==> src/hw/rtl/transfer_completion_tracker_core_assert.svh <==
// assertion macros for the transfer completion tracker
`ifndef TRANSFER_COMPLETION_TRACKER_CORE_ASSERT_SVH
`define TRANSFER_COMPLETION_TRACKER_CORE_ASSERT_SVH

// same-cycle implication, disabled while in reset
`define TCT_ASSERT_IMPL(label, clk, rst_n, ante, cons) \
    label: assert property (@(posedge clk) disable iff (!rst_n) (ante) |-> (cons)) \
        else $error("tracker check failed: same-cycle implication");

// next-cycle implication, disabled while in reset
`define TCT_ASSERT_NEXT(label, clk, rst_n, ante, cons) \
    label: assert property (@(posedge clk) disable iff (!rst_n) (ante) |=> (cons)) \
        else $error("tracker check failed: next-cycle implication");

`endif

==> src/hw/rtl/tct_pkg.sv <==
package tct_pkg;

    localparam int CountBits = 16;
    typedef logic [CountBits-1:0] cnt_t;

    // commands
    localparam logic [2:0] CMD_REG_FLUSH   = 3'd0;
    localparam logic [2:0] CMD_FLUSH_DONE  = 3'd1;
    localparam logic [2:0] CMD_CHUNK_DONE  = 3'd2;
    localparam logic [2:0] CMD_SEAL        = 3'd3;
    localparam logic [2:0] CMD_NOTIFY_DONE = 3'd4;
    localparam logic [2:0] CMD_CANCEL      = 3'd5;

    // status codes
    localparam logic [3:0] ST_OK          = 4'd0;
    localparam logic [3:0] ST_INPROG      = 4'd1;
    localparam logic [3:0] ST_BACKEND     = 4'd2;
    localparam logic [3:0] ST_NOT_ALLOWED = 4'd3;
    localparam logic [3:0] ST_CANCELED    = 4'd4;

    // configuration register indexes
    typedef logic [2:0] cfg_idx_t;
    localparam cfg_idx_t REG_EXPECTED_CHUNKS  = 3'd0;
    localparam cfg_idx_t REG_EXPECTED_FLUSHES = 3'd1;
    localparam cfg_idx_t REG_HAS_NOTIFICATION = 3'd2;
    localparam cfg_idx_t REG_OWNER_COOKIE     = 3'd3;
    localparam cfg_idx_t REG_HANDLE_IDENTITY  = 3'd4;
    localparam cfg_idx_t REG_GENERATION_TAG   = 3'd5;
    localparam cfg_idx_t REG_SINK_PRESENT     = 3'd6;

    typedef enum logic [1:0] {
        PH_POSTING  = 2'd0,
        PH_DATA     = 2'd1,
        PH_NOTIFY   = 2'd2,
        PH_TERMINAL = 2'd3
    } phase_t;

    typedef struct packed {
        logic [2:0]  cmd;
        logic [3:0]  event_status;
        logic [63:0] event_time;
        logic        post_present;
    } event_t;

    typedef struct packed {
        logic [3:0]  reply_status;
        logic        result_valid;
        logic [3:0]  result_status;
        logic [63:0] result_time;
        logic [63:0] result_cookie;
        logic [63:0] result_identity;
        logic [63:0] result_generation;
        logic        notify_start;
        logic [1:0]  phase_now;
    } reply_t;

    typedef struct packed {
        phase_t phase;
        logic   posting_sealed;
        logic   result_published;
        cnt_t   flushes_registered;
        cnt_t   flushes_completed;
        cnt_t   chunks_completed;
        logic   poster_held;
        logic   notify_started;
        logic   notify_completed;
    } track_state_t;

endpackage

==> src/hw/rtl/tct_event_if.sv <==
interface tct_event_if;
    import tct_pkg::*;

    logic   valid;
    logic   ready;
    event_t data;

    modport source (output valid, output data, input ready);
    modport sink (input valid, input data, output ready);
endinterface

==> src/hw/rtl/tct_reply_if.sv <==
interface tct_reply_if;
    import tct_pkg::*;

    logic   valid;
    logic   ready;
    reply_t data;

    modport source (output valid, output data, input ready);
    modport sink (input valid, input data, output ready);
endinterface

==> src/hw/rtl/transfer_completion_tracker_core.sv <==
// channel   direction  payload
// evt       in         cmd, event_status, event_time, post_present
// rsp       out        reply_status, result_*, notify_start, phase_now
// cfg       in         write enable, index, 64-bit data
//
// one event per cycle while replies are not stalled; each event gives exactly one reply,
// offered once it has passed the input register and then the state update and reply
// register
// reset clears the tracking state and loads register defaults (sink_present is 1)
// a stalled reply holds its register; the input stage keeps taking events while a slot is free
`include "transfer_completion_tracker_core_assert.svh"

module transfer_completion_tracker_core (
    input  logic              clk,
    input  logic              rst_n,
    input  logic              cfg_we,
    input  tct_pkg::cfg_idx_t cfg_index,
    input  logic [63:0]       cfg_data,
    tct_event_if.sink         evt,
    tct_reply_if.source       rsp
);
    import tct_pkg::*;

    logic [15:0]  chunk_goal_reg;
    logic [15:0]  flush_goal_reg;
    logic         notify_en_reg;
    logic [63:0]  cookie_reg;
    logic [63:0]  handle_id_reg;
    logic [63:0]  generation_tag_reg;
    logic         sink_present_reg;

    logic         in_valid_reg;
    event_t       in_reg;
    logic         out_valid_reg;
    reply_t       reply_reg;
    reply_t       reply_next;
    track_state_t state_reg;
    track_state_t state_next;

    logic         proc_go;
    cnt_t         exp_chunks;
    cnt_t         exp_flushes;

    assign exp_chunks  = cnt_t'(chunk_goal_reg);
    assign exp_flushes = cnt_t'(flush_goal_reg);

    assign proc_go   = in_valid_reg && (!out_valid_reg || rsp.ready);
    assign evt.ready = !in_valid_reg || proc_go;
    assign rsp.valid = out_valid_reg;
    assign rsp.data  = reply_reg;

    // configuration registers
    always_ff @(posedge clk or negedge rst_n)
    begin
        if (!rst_n)
        begin
            chunk_goal_reg     <= '0;
            flush_goal_reg     <= '0;
            notify_en_reg      <= 1'b0;
            cookie_reg         <= '0;
            handle_id_reg      <= '0;
            generation_tag_reg <= '0;
            sink_present_reg   <= 1'b1;
        end
        else if (cfg_we)
        begin
            unique case (cfg_index)
                REG_EXPECTED_CHUNKS:  chunk_goal_reg     <= cfg_data[15:0];
                REG_EXPECTED_FLUSHES: flush_goal_reg     <= cfg_data[15:0];
                REG_HAS_NOTIFICATION: notify_en_reg      <= cfg_data[0];
                REG_OWNER_COOKIE:     cookie_reg         <= cfg_data;
                REG_HANDLE_IDENTITY:  handle_id_reg      <= cfg_data;
                REG_GENERATION_TAG:   generation_tag_reg <= cfg_data;
                REG_SINK_PRESENT:     sink_present_reg   <= cfg_data[0];
                default: ;
            endcase
        end
    end

    // event processing
    always_comb
    begin
        logic       do_term;
        logic       adv;
        logic       fin;
        logic [3:0] term_st;
        logic [3:0] st_in;
        logic [3:0] st_fail;
        logic [3:0] st_cancel;
        logic       bad_seal;

        state_next = state_reg;
        reply_next = '0;
        reply_next.reply_status = ST_NOT_ALLOWED;
        do_term   = 1'b0;
        adv       = 1'b0;
        fin       = 1'b0;
        term_st   = ST_OK;
        st_in     = in_reg.event_status;
        st_fail   = (st_in == ST_OK || st_in == ST_INPROG) ? ST_BACKEND : st_in;
        st_cancel = (st_in == ST_OK || st_in == ST_INPROG) ? ST_CANCELED : st_in;
        bad_seal  = state_reg.phase != PH_POSTING || state_reg.posting_sealed ||
                    state_reg.flushes_registered != exp_flushes ||
                    (notify_en_reg && !in_reg.post_present);

        unique case (in_reg.cmd)
            CMD_REG_FLUSH:
            begin
                if (state_reg.phase == PH_POSTING && !state_reg.posting_sealed &&
                    state_reg.flushes_registered != exp_flushes)
                begin
                    state_next.flushes_registered = state_reg.flushes_registered + cnt_t'(1);
                    reply_next.reply_status = ST_OK;
                end
            end
            CMD_FLUSH_DONE:
            begin
                if (state_reg.phase != PH_TERMINAL)
                begin
                    fin = 1'b1;
                    if (st_in != ST_OK)
                    begin
                        do_term = 1'b1;
                        term_st = st_fail;
                    end
                    else if (state_reg.flushes_completed == exp_flushes)
                    begin
                        do_term = 1'b1;
                        term_st = ST_BACKEND;
                    end
                    else
                    begin
                        state_next.flushes_completed = state_reg.flushes_completed + cnt_t'(1);
                        adv = 1'b1;
                    end
                end
            end
            CMD_CHUNK_DONE:
            begin
                if (state_reg.phase != PH_TERMINAL)
                begin
                    fin = 1'b1;
                    if (st_in != ST_OK)
                    begin
                        do_term = 1'b1;
                        term_st = st_fail;
                    end
                    else if (state_reg.chunks_completed == exp_chunks)
                    begin
                        do_term = 1'b1;
                        term_st = ST_BACKEND;
                    end
                    else
                    begin
                        state_next.chunks_completed = state_reg.chunks_completed + cnt_t'(1);
                        adv = 1'b1;
                    end
                end
            end
            CMD_SEAL:
            begin
                if (bad_seal)
                begin
                    if (state_reg.phase != PH_TERMINAL)
                    begin
                        do_term = 1'b1;
                        term_st = ST_BACKEND;
                    end
                end
                else
                begin
                    state_next.posting_sealed = 1'b1;
                    state_next.phase          = PH_DATA;
                    state_next.poster_held    = in_reg.post_present;
                    adv = 1'b1;
                    fin = 1'b1;
                end
            end
            CMD_NOTIFY_DONE:
            begin
                if (state_reg.phase != PH_TERMINAL)
                begin
                    if (st_in != ST_OK)
                    begin
                        do_term = 1'b1;
                        term_st = st_fail;
                    end
                    else if (state_reg.phase != PH_NOTIFY || !state_reg.notify_started ||
                             state_reg.notify_completed)
                    begin
                        do_term = 1'b1;
                        term_st = ST_BACKEND;
                    end
                    else
                    begin
                        state_next.notify_completed = 1'b1;
                        adv = 1'b1;
                    end
                end
            end
            CMD_CANCEL:
            begin
                if (state_reg.phase != PH_TERMINAL)
                begin
                    do_term = 1'b1;
                    term_st = st_cancel;
                end
            end
            default: ;
        endcase

        // all counts met after seal: finish or move on to notification
        if (adv)
        begin
            reply_next.reply_status = ST_OK;
            if (state_next.posting_sealed && state_next.chunks_completed == exp_chunks &&
                state_next.flushes_completed == exp_flushes)
            begin
                if (notify_en_reg)
                begin
                    state_next.phase = PH_NOTIFY;
                end
                if (!notify_en_reg || state_next.notify_completed)
                begin
                    do_term = 1'b1;
                    term_st = ST_OK;
                end
            end
        end

        if (do_term)
        begin
            state_next.phase = PH_TERMINAL;
            if (state_reg.result_published || !sink_present_reg)
            begin
                reply_next.reply_status = ST_BACKEND;
            end
            else
            begin
                state_next.result_published  = 1'b1;
                reply_next.reply_status      = ST_OK;
                reply_next.result_valid      = 1'b1;
                reply_next.result_status     = term_st;
                reply_next.result_time       = in_reg.event_time;
                reply_next.result_cookie     = cookie_reg;
                reply_next.result_identity   = handle_id_reg;
                reply_next.result_generation = generation_tag_reg;
            end
        end
        else if (fin && state_next.phase == PH_NOTIFY && !state_next.notify_started &&
                 state_next.poster_held)
        begin
            // launch the notification post once
            state_next.notify_started = 1'b1;
            state_next.poster_held    = 1'b0;
            reply_next.notify_start   = 1'b1;
        end

        reply_next.phase_now = state_next.phase;
    end

    // control registers
    always_ff @(posedge clk or negedge rst_n)
    begin
        if (!rst_n)
        begin
            in_valid_reg  <= 1'b0;
            out_valid_reg <= 1'b0;
            state_reg     <= '{phase: PH_POSTING, default: '0};
        end
        else
        begin
            if (evt.ready)
            begin
                in_valid_reg <= evt.valid;
            end
            if (!out_valid_reg || rsp.ready)
            begin
                out_valid_reg <= in_valid_reg;
            end
            if (proc_go)
            begin
                state_reg <= state_next;
            end
        end
    end

    // payload registers
    always_ff @(posedge clk)
    begin
        if (evt.valid && evt.ready)
        begin
            in_reg <= evt.data;
        end
        if (proc_go)
        begin
            reply_reg <= reply_next;
        end
    end

    `TCT_ASSERT_IMPL(a_publish_once, clk, rst_n, proc_go && state_reg.result_published, !reply_next.result_valid)
    `TCT_ASSERT_NEXT(a_terminal_sticky, clk, rst_n, state_reg.phase == PH_TERMINAL, state_reg.phase == PH_TERMINAL)
    `TCT_ASSERT_IMPL(a_start_in_notify, clk, rst_n, proc_go && reply_next.notify_start, state_next.phase == PH_NOTIFY && !state_reg.notify_started)
    `TCT_ASSERT_NEXT(a_start_flag_set, clk, rst_n, proc_go && reply_next.notify_start, state_reg.notify_started && !state_reg.poster_held)

endmodule

==> src/flat_wrapper.sv <==
// flat-port wrapper written by rule: the top's interface ports become plain ports
module transfer_completion_tracker_core_flat import tct_pkg::*;
  (clk, rst_n, cfg_we, cfg_index, cfg_data, evt_valid, evt_data, evt_ready, rsp_valid, rsp_data, rsp_ready);
  tct_event_if evt_i ();
  tct_reply_if rsp_i ();
  input  logic clk;
  input  logic rst_n;
  input  logic cfg_we;
  input  tct_pkg::cfg_idx_t cfg_index;
  input  logic [63:0] cfg_data;
  input wire logic [$bits(evt_i.valid)-1:0] evt_valid;
  input wire logic [$bits(evt_i.data)-1:0] evt_data;
  output wire logic [$bits(evt_i.ready)-1:0] evt_ready;
  output wire logic [$bits(rsp_i.valid)-1:0] rsp_valid;
  output wire logic [$bits(rsp_i.data)-1:0] rsp_data;
  input wire logic [$bits(rsp_i.ready)-1:0] rsp_ready;
  assign evt_i.valid = evt_valid;
  assign evt_i.data = evt_data;
  assign evt_ready = evt_i.ready;
  assign rsp_valid = rsp_i.valid;
  assign rsp_data = rsp_i.data;
  assign rsp_i.ready = rsp_ready;
  transfer_completion_tracker_core u_core (.clk(clk), .rst_n(rst_n), .cfg_we(cfg_we), .cfg_index(cfg_index), .cfg_data(cfg_data), .evt(evt_i), .rsp(rsp_i));
endmodule
==> config.mk <==
export PLATFORM = sky130hd
export DESIGN_NAME = transfer_completion_tracker_core_flat
export DESIGN_NICKNAME = d
export VERILOG_FILES = /design/src/hw/rtl/tct_pkg.sv /design/src/hw/rtl/tct_event_if.sv /design/src/hw/rtl/tct_reply_if.sv /design/src/hw/rtl/transfer_completion_tracker_core.sv /design/src/flat_wrapper.sv
export VERILOG_INCLUDE_DIRS = /design/src /design/src/hw/rtl
export SDC_FILE = /design/constraint.sdc
export NUM_CORES = 1
export LEC_CHECK = 0
export BUFFER_PORTS_ARGS = -buffer_cell sky130_fd_sc_hd__buf_2
export CORE_MARGIN = 2
export CORE_UTILIZATION = 51
export CTS_CLUSTER_SIZE = 40
export DETAILED_ROUTE_END_ITERATION = 8
export PLACE_DENSITY = 0.76
export RECOVER_POWER = 50
export SLEW_MARGIN = 40
export SYNTH_ARGS = -nofsm -noshare
export SYNTH_HDL_FRONTEND = slang
export SYNTH_SLANG_ARGS = --single-unit
==> constraint.sdc <==
create_clock -name clk -period 8.5 [get_ports clk]
set_clock_uncertainty 0.1 [all_clocks]
set_input_delay 1.275 -clock clk [delete_from_list [all_inputs] [get_ports clk]]
set_output_delay 1.275 -clock clk [all_outputs]
set_load 0.03 [all_outputs]
==> After elaboration in Yosys (flattened, before gate mapping) <==
Index checks and enable logic that the tools add are counted.
{ "totals": {"ff_bits": 623, "inputBits": 144, "output_inout_bits": 270, "elab_cells": 175} }
{ "classes": {"n_addsub": 3, "n_eq_ne": 20, "mux": 74, "bitwise_logic": 2, "n_reduce_logical": 45} }
{ "ops": {"columns": ["operator", "count"], "rows": [
  ["two-way mux 265 bit", 1],
  ["two-way mux 261 bit", 1],
  ["two-way mux 16 bit", 8],
  ["equality test 16 bit", 4],
  ["two-way mux 4 bit", 15],
  ["adder 16 x 1 -> 16 bit (second input constant)", 3],
  ["two-way mux 1 bit", 31],
  ["two-way mux 2 bit", 12],
  ["case mux 4 bit (5 select lines)", 1],
  ["inequality test 16 bit", 1],
  ["equality test 3 bit (second input constant)", 5],
  ["AND reduction 2 bit", 7],
  ["equality test 3 x 2 -> 1 bit (second input constant)", 4],
  ["logical AND 1 bit", 10],
  ["logical OR 1 bit", 10],
  ["AND reduction 3 bit", 3],
  ["logical NOT 1 bit", 7],
  ["equality test 3 x 1 -> 1 bit (second input constant)", 2],
  ["logical NOT 3 bit", 2],
  ["two-way mux 3 bit", 2],
  ["case mux 1 bit (5 select lines)", 1],
  ["equality test 4 x 1 -> 1 bit (second input constant)", 1],
  ["logical NOT 4 bit", 1],
  ["inequality test 2 bit (second input constant)", 2],
  ["other kinds (8)", 10]
]} }

==> Longest topological paths before layout <==
{ "logic_depth": {"ltp_word": 16, "depth_mapped": 14, "mapped_depth_nobuf": 11} }

==> Worst setup path after synthesis <==
Ideal clock, no wire load.
{ "synth_path": {"path_kind": "in2reg", "from": "input port rsp_ready", "to": "register u_core.state_reg[27] in the netlist's numbering", "setup_time_ps": 132, "arrival_time_ps": 9254, "t_required_ps": 8268, "slack_ps": -986, "cell_stages": 6, "path_buffers": 0, "cell_sequence": "nand2b_1 > nand2_1 > clkinv_1 > nand2_1 > nor2_1 > xor2_1"} }
{ "synth_between": {"elab_chain_cells": 2} }
{ "synth_lines": {"columns": ["element", "line", "text"], "rows": [
  ["start, declared", "flat_wrapper.sv:16", "input wire logic [$bits(rsp_i.ready)-1:0] rsp_ready;"],
  ["logical OR 1 bit", "transfer_completion_tracker_core.sv:47", "assign proc_go = in_valid_reg && (!out_valid_reg || rsp.ready);"],
  ["logical AND 1 bit", "transfer_completion_tracker_core.sv:47", null],
  ["via u_core.proc_go", "transfer_completion_tracker_core.sv:40", "logic proc_go;"],
  ["end signal, assigned", "transfer_completion_tracker_core.sv:283", "state_reg <= state_next;"],
  ["end, declared", "transfer_completion_tracker_core.sv:37", "track_state_t state_reg;"]
]} }
The timed path passes the listed nets, and every way through them passes these cells.
A chain may end at the register's enable or synchronous reset.

==> flow_metrics.tcl <==
set metrics [dict create \
    status "finished with violations" \
    violations "max-capacitance violations, max-slew violations" \
    synth_top_cells_by_count "edfxtp_1 (338), dfrtp_1 (282), and3_1 (272)" \
    synthesis.area_um2 25200 \
    power.leakage_uw 0.0131 \
    cts_tree "done" \
    fmax_mhz 166 \
    powerDensity_nw_per_um2 264 \
    final_cells 2824 \
    cts_buffer_depth 3 \
    yosysTopAreaCell "edfxtp_1" \
    postCtsSetupBuffers 0 \
    r2r_start "u_core.exp_flushes[0]" \
    fin_area_um2 29800 \
    die_area_um2 51200 \
    clock-root-buffer "clkbuf_16" \
    cap_viol_max_count 8 \
    holdPathEnd "u_core.state_reg[52]" \
    fin_crit_ps 6020 \
    synth.most_common_cell "edfxtp_1" \
    netlist_top_cells_area "edfxtp_1 (40%), dfrtp_1 (28%), mux2_2 (10%)" \
    dp_hpwl_mm 40.2 \
    rsz0062_at_grt "no" \
    yosysSeqAreaShare_pct 68.5 \
    die_w_um 226 \
    hold_path_depth 2 \
    tightest_slew_ps 4310 \
    postLayoutCoreUtil_pct 61.1 \
    final_antenna_net_count 0 \
    clk_latency_ps 610 \
    worstHoldStart "u_core.state_reg[52]" \
    final_nets 2247 \
    worst_slew_margin_rel_pct -188 \
    rr_worst_depth 12 \
    wirelength_mm 61.0 \
    routabilityCongestion 0.913 \
    crit_arrival_ps 6350 \
    drt_iter0_drc 1179 \
    route.vias.total 15700 \
    path_clk_slew_ps 60 \
    grt_max_degree 187 \
    drc 0 \
    syn2layout_area_growth_pct 18.6 \
    grt_pass1_wl_mm 91.8 \
    peakVddDrop_mv 0.140 \
    coreArea_um2 48800 \
    cts_buffers 67 \
    antenna_found_initial 12 \
    place_inst 2693 \
    num_rows 81 \
    synth_area_per_cell_um2 14.7 \
    async_flop_share_pct 45.6 \
    end_kind "async pin" \
    report.final.slew_viol_count 381 \
    setup_slack_ps 2480 \
    die_h_um 226 \
    holdBufCountCts 0 \
    synth_top_area_share_pct 40.3 \
    placed_area_um2 27700 \
    hold_path.class "flop to flop" \
    numClockSinks 621 \
    cts_resized 0 \
    overflow 0 \
    track_usage_pct 23.7 \
    ys_warn_count 0 \
    pre_cts_ws_ps 3270 \
    synth_edf_count 338 \
    hold_viol_final 0 \
    start_util_pct 51.5 \
    worstPathRequired_ps 8830 \
    rrSetupSlack_ps 3120 \
    drt_first_pass_iters 5 \
    synthFlopType "edfxtp_1" \
    synthDistinctLibCells 65 \
    wl_per_cell_um 21.6 \
    io_buffers 411 \
    setup_viol 0 \
    grt_pass1_vias 15600 \
    critPathKind "input port to async pin" \
    via_per_inst 5.57 \
    htree_levels 3 \
    ys_seq_elements 621 \
    finalCritPeriodShare_pct 70.8 \
    worstPathMaxFanout 96 \
    layout-drive-gt1-share_pct 31.8 \
    io_pins 414 \
    largest_register_ffs 266 \
    setup_tns_ps 0 \
    synth_cells 1707 \
    r2r_end "u_core.rsp.data[173]" \
    setup.worst_path.start_class "input port" \
]
area by class of cell:
type	count	area, um2
fill	3792	19000
sequential	621	17200
multi-input combinational	967	7320
timing repair buffer	431	2120
clock buffer	95	1910
tap	664	831
clock inverter	28	345
inverter	12	71.3
antenna	6	15.0
placed cells by master (no fill, tap or decap), drive strengths merged, types with 3 or more instances in the layout:
master and instances:
buf 341, edfxtp 338, dfrtp 282, and3 272, mux2 227, clkbuf 185
nand2 59, xor2 57, xnor2 49, nor2 46, nand3 32, nor3 22
o21ai 22, clkinv 22, nand2b 19, nand4 18, a21oi 18, nor4 18
inv 12, o31ai 10, nand4b 8, nor3b 8, nor2b 7, diode 6
mux2i 5, o2111ai 5, bufinv 5, and4 4, or3 4, a211oi 4
nor4b 4, or4 4, nand3b 3, a21o 3, a22oi 3, a31oi 3
o22ai 3, ha 3, and2 3
cells by family after synthesis:
family	after synthesis	synth area share [%]
flops	621	68.5
simple gates	536	12.4
mux	232	10.4
buf+inv	120	2.55
xor+xnor	106	3.69
compound gates	88	2.35
fa+ha+maj	3	0.149
other cells	1	0.0149
metal layers:
metal	vias up	share of wire, %	global-route usage [%]	routed length, um
met4	8	2.7	8.96	1640
met2	550	49	39.4	30100
met3	102	6.3	4.51	3880
li1	7120	-	-	-
met1	7948	42	31.1	25400
met5	-	0.088	0	54
critical path: stages:
cell      delay (ps)
clkbuf_1        2010
clkbuf_1        1260
buf_16           460
clkbuf_2        1200
how the worst max path moves through the flow:
stage,startpoint,cells past startpoint,to,slack [ps]
after floorplan,rsp_ready,6,u_core.state_reg[27],2610
after global placement,u_core.exp_flushes[0],12,u_core.rsp.data[172],3270
after detailed placement,u_core.exp_flushes[0],12,u_core.rsp.data[165],3270
after CTS,u_core.exp_flushes[0],12,u_core.rsp.data[107],3220
after global routing,rst_n,4,u_core.handle_id_reg[24],1480
final,rst_n,4,u_core.handle_id_reg[24],2480
through the flow:
| stage | hold slack [ps] | total power, uW |
|---|---|---|
| finish | 379 | 7870 |
| CTS | 390 | 7930 |
| global placement | 371 | 4950 |
| detailed placement | 370 | 5000 |
| floorplan | 341 | 4640 |
| global route | 404 | 8180 |
where the power goes:
part | switching, uW | internal (uW) | leakage, uW
sequential | 194 | 3590 | 0.00682
clock | 1180 | 1740 | 0.00111
combinational | 768 | 401 | 0.00521
total | 2150 | 5730 | 0.0131
No activity file was read; power rests on OpenSTA's default activity.
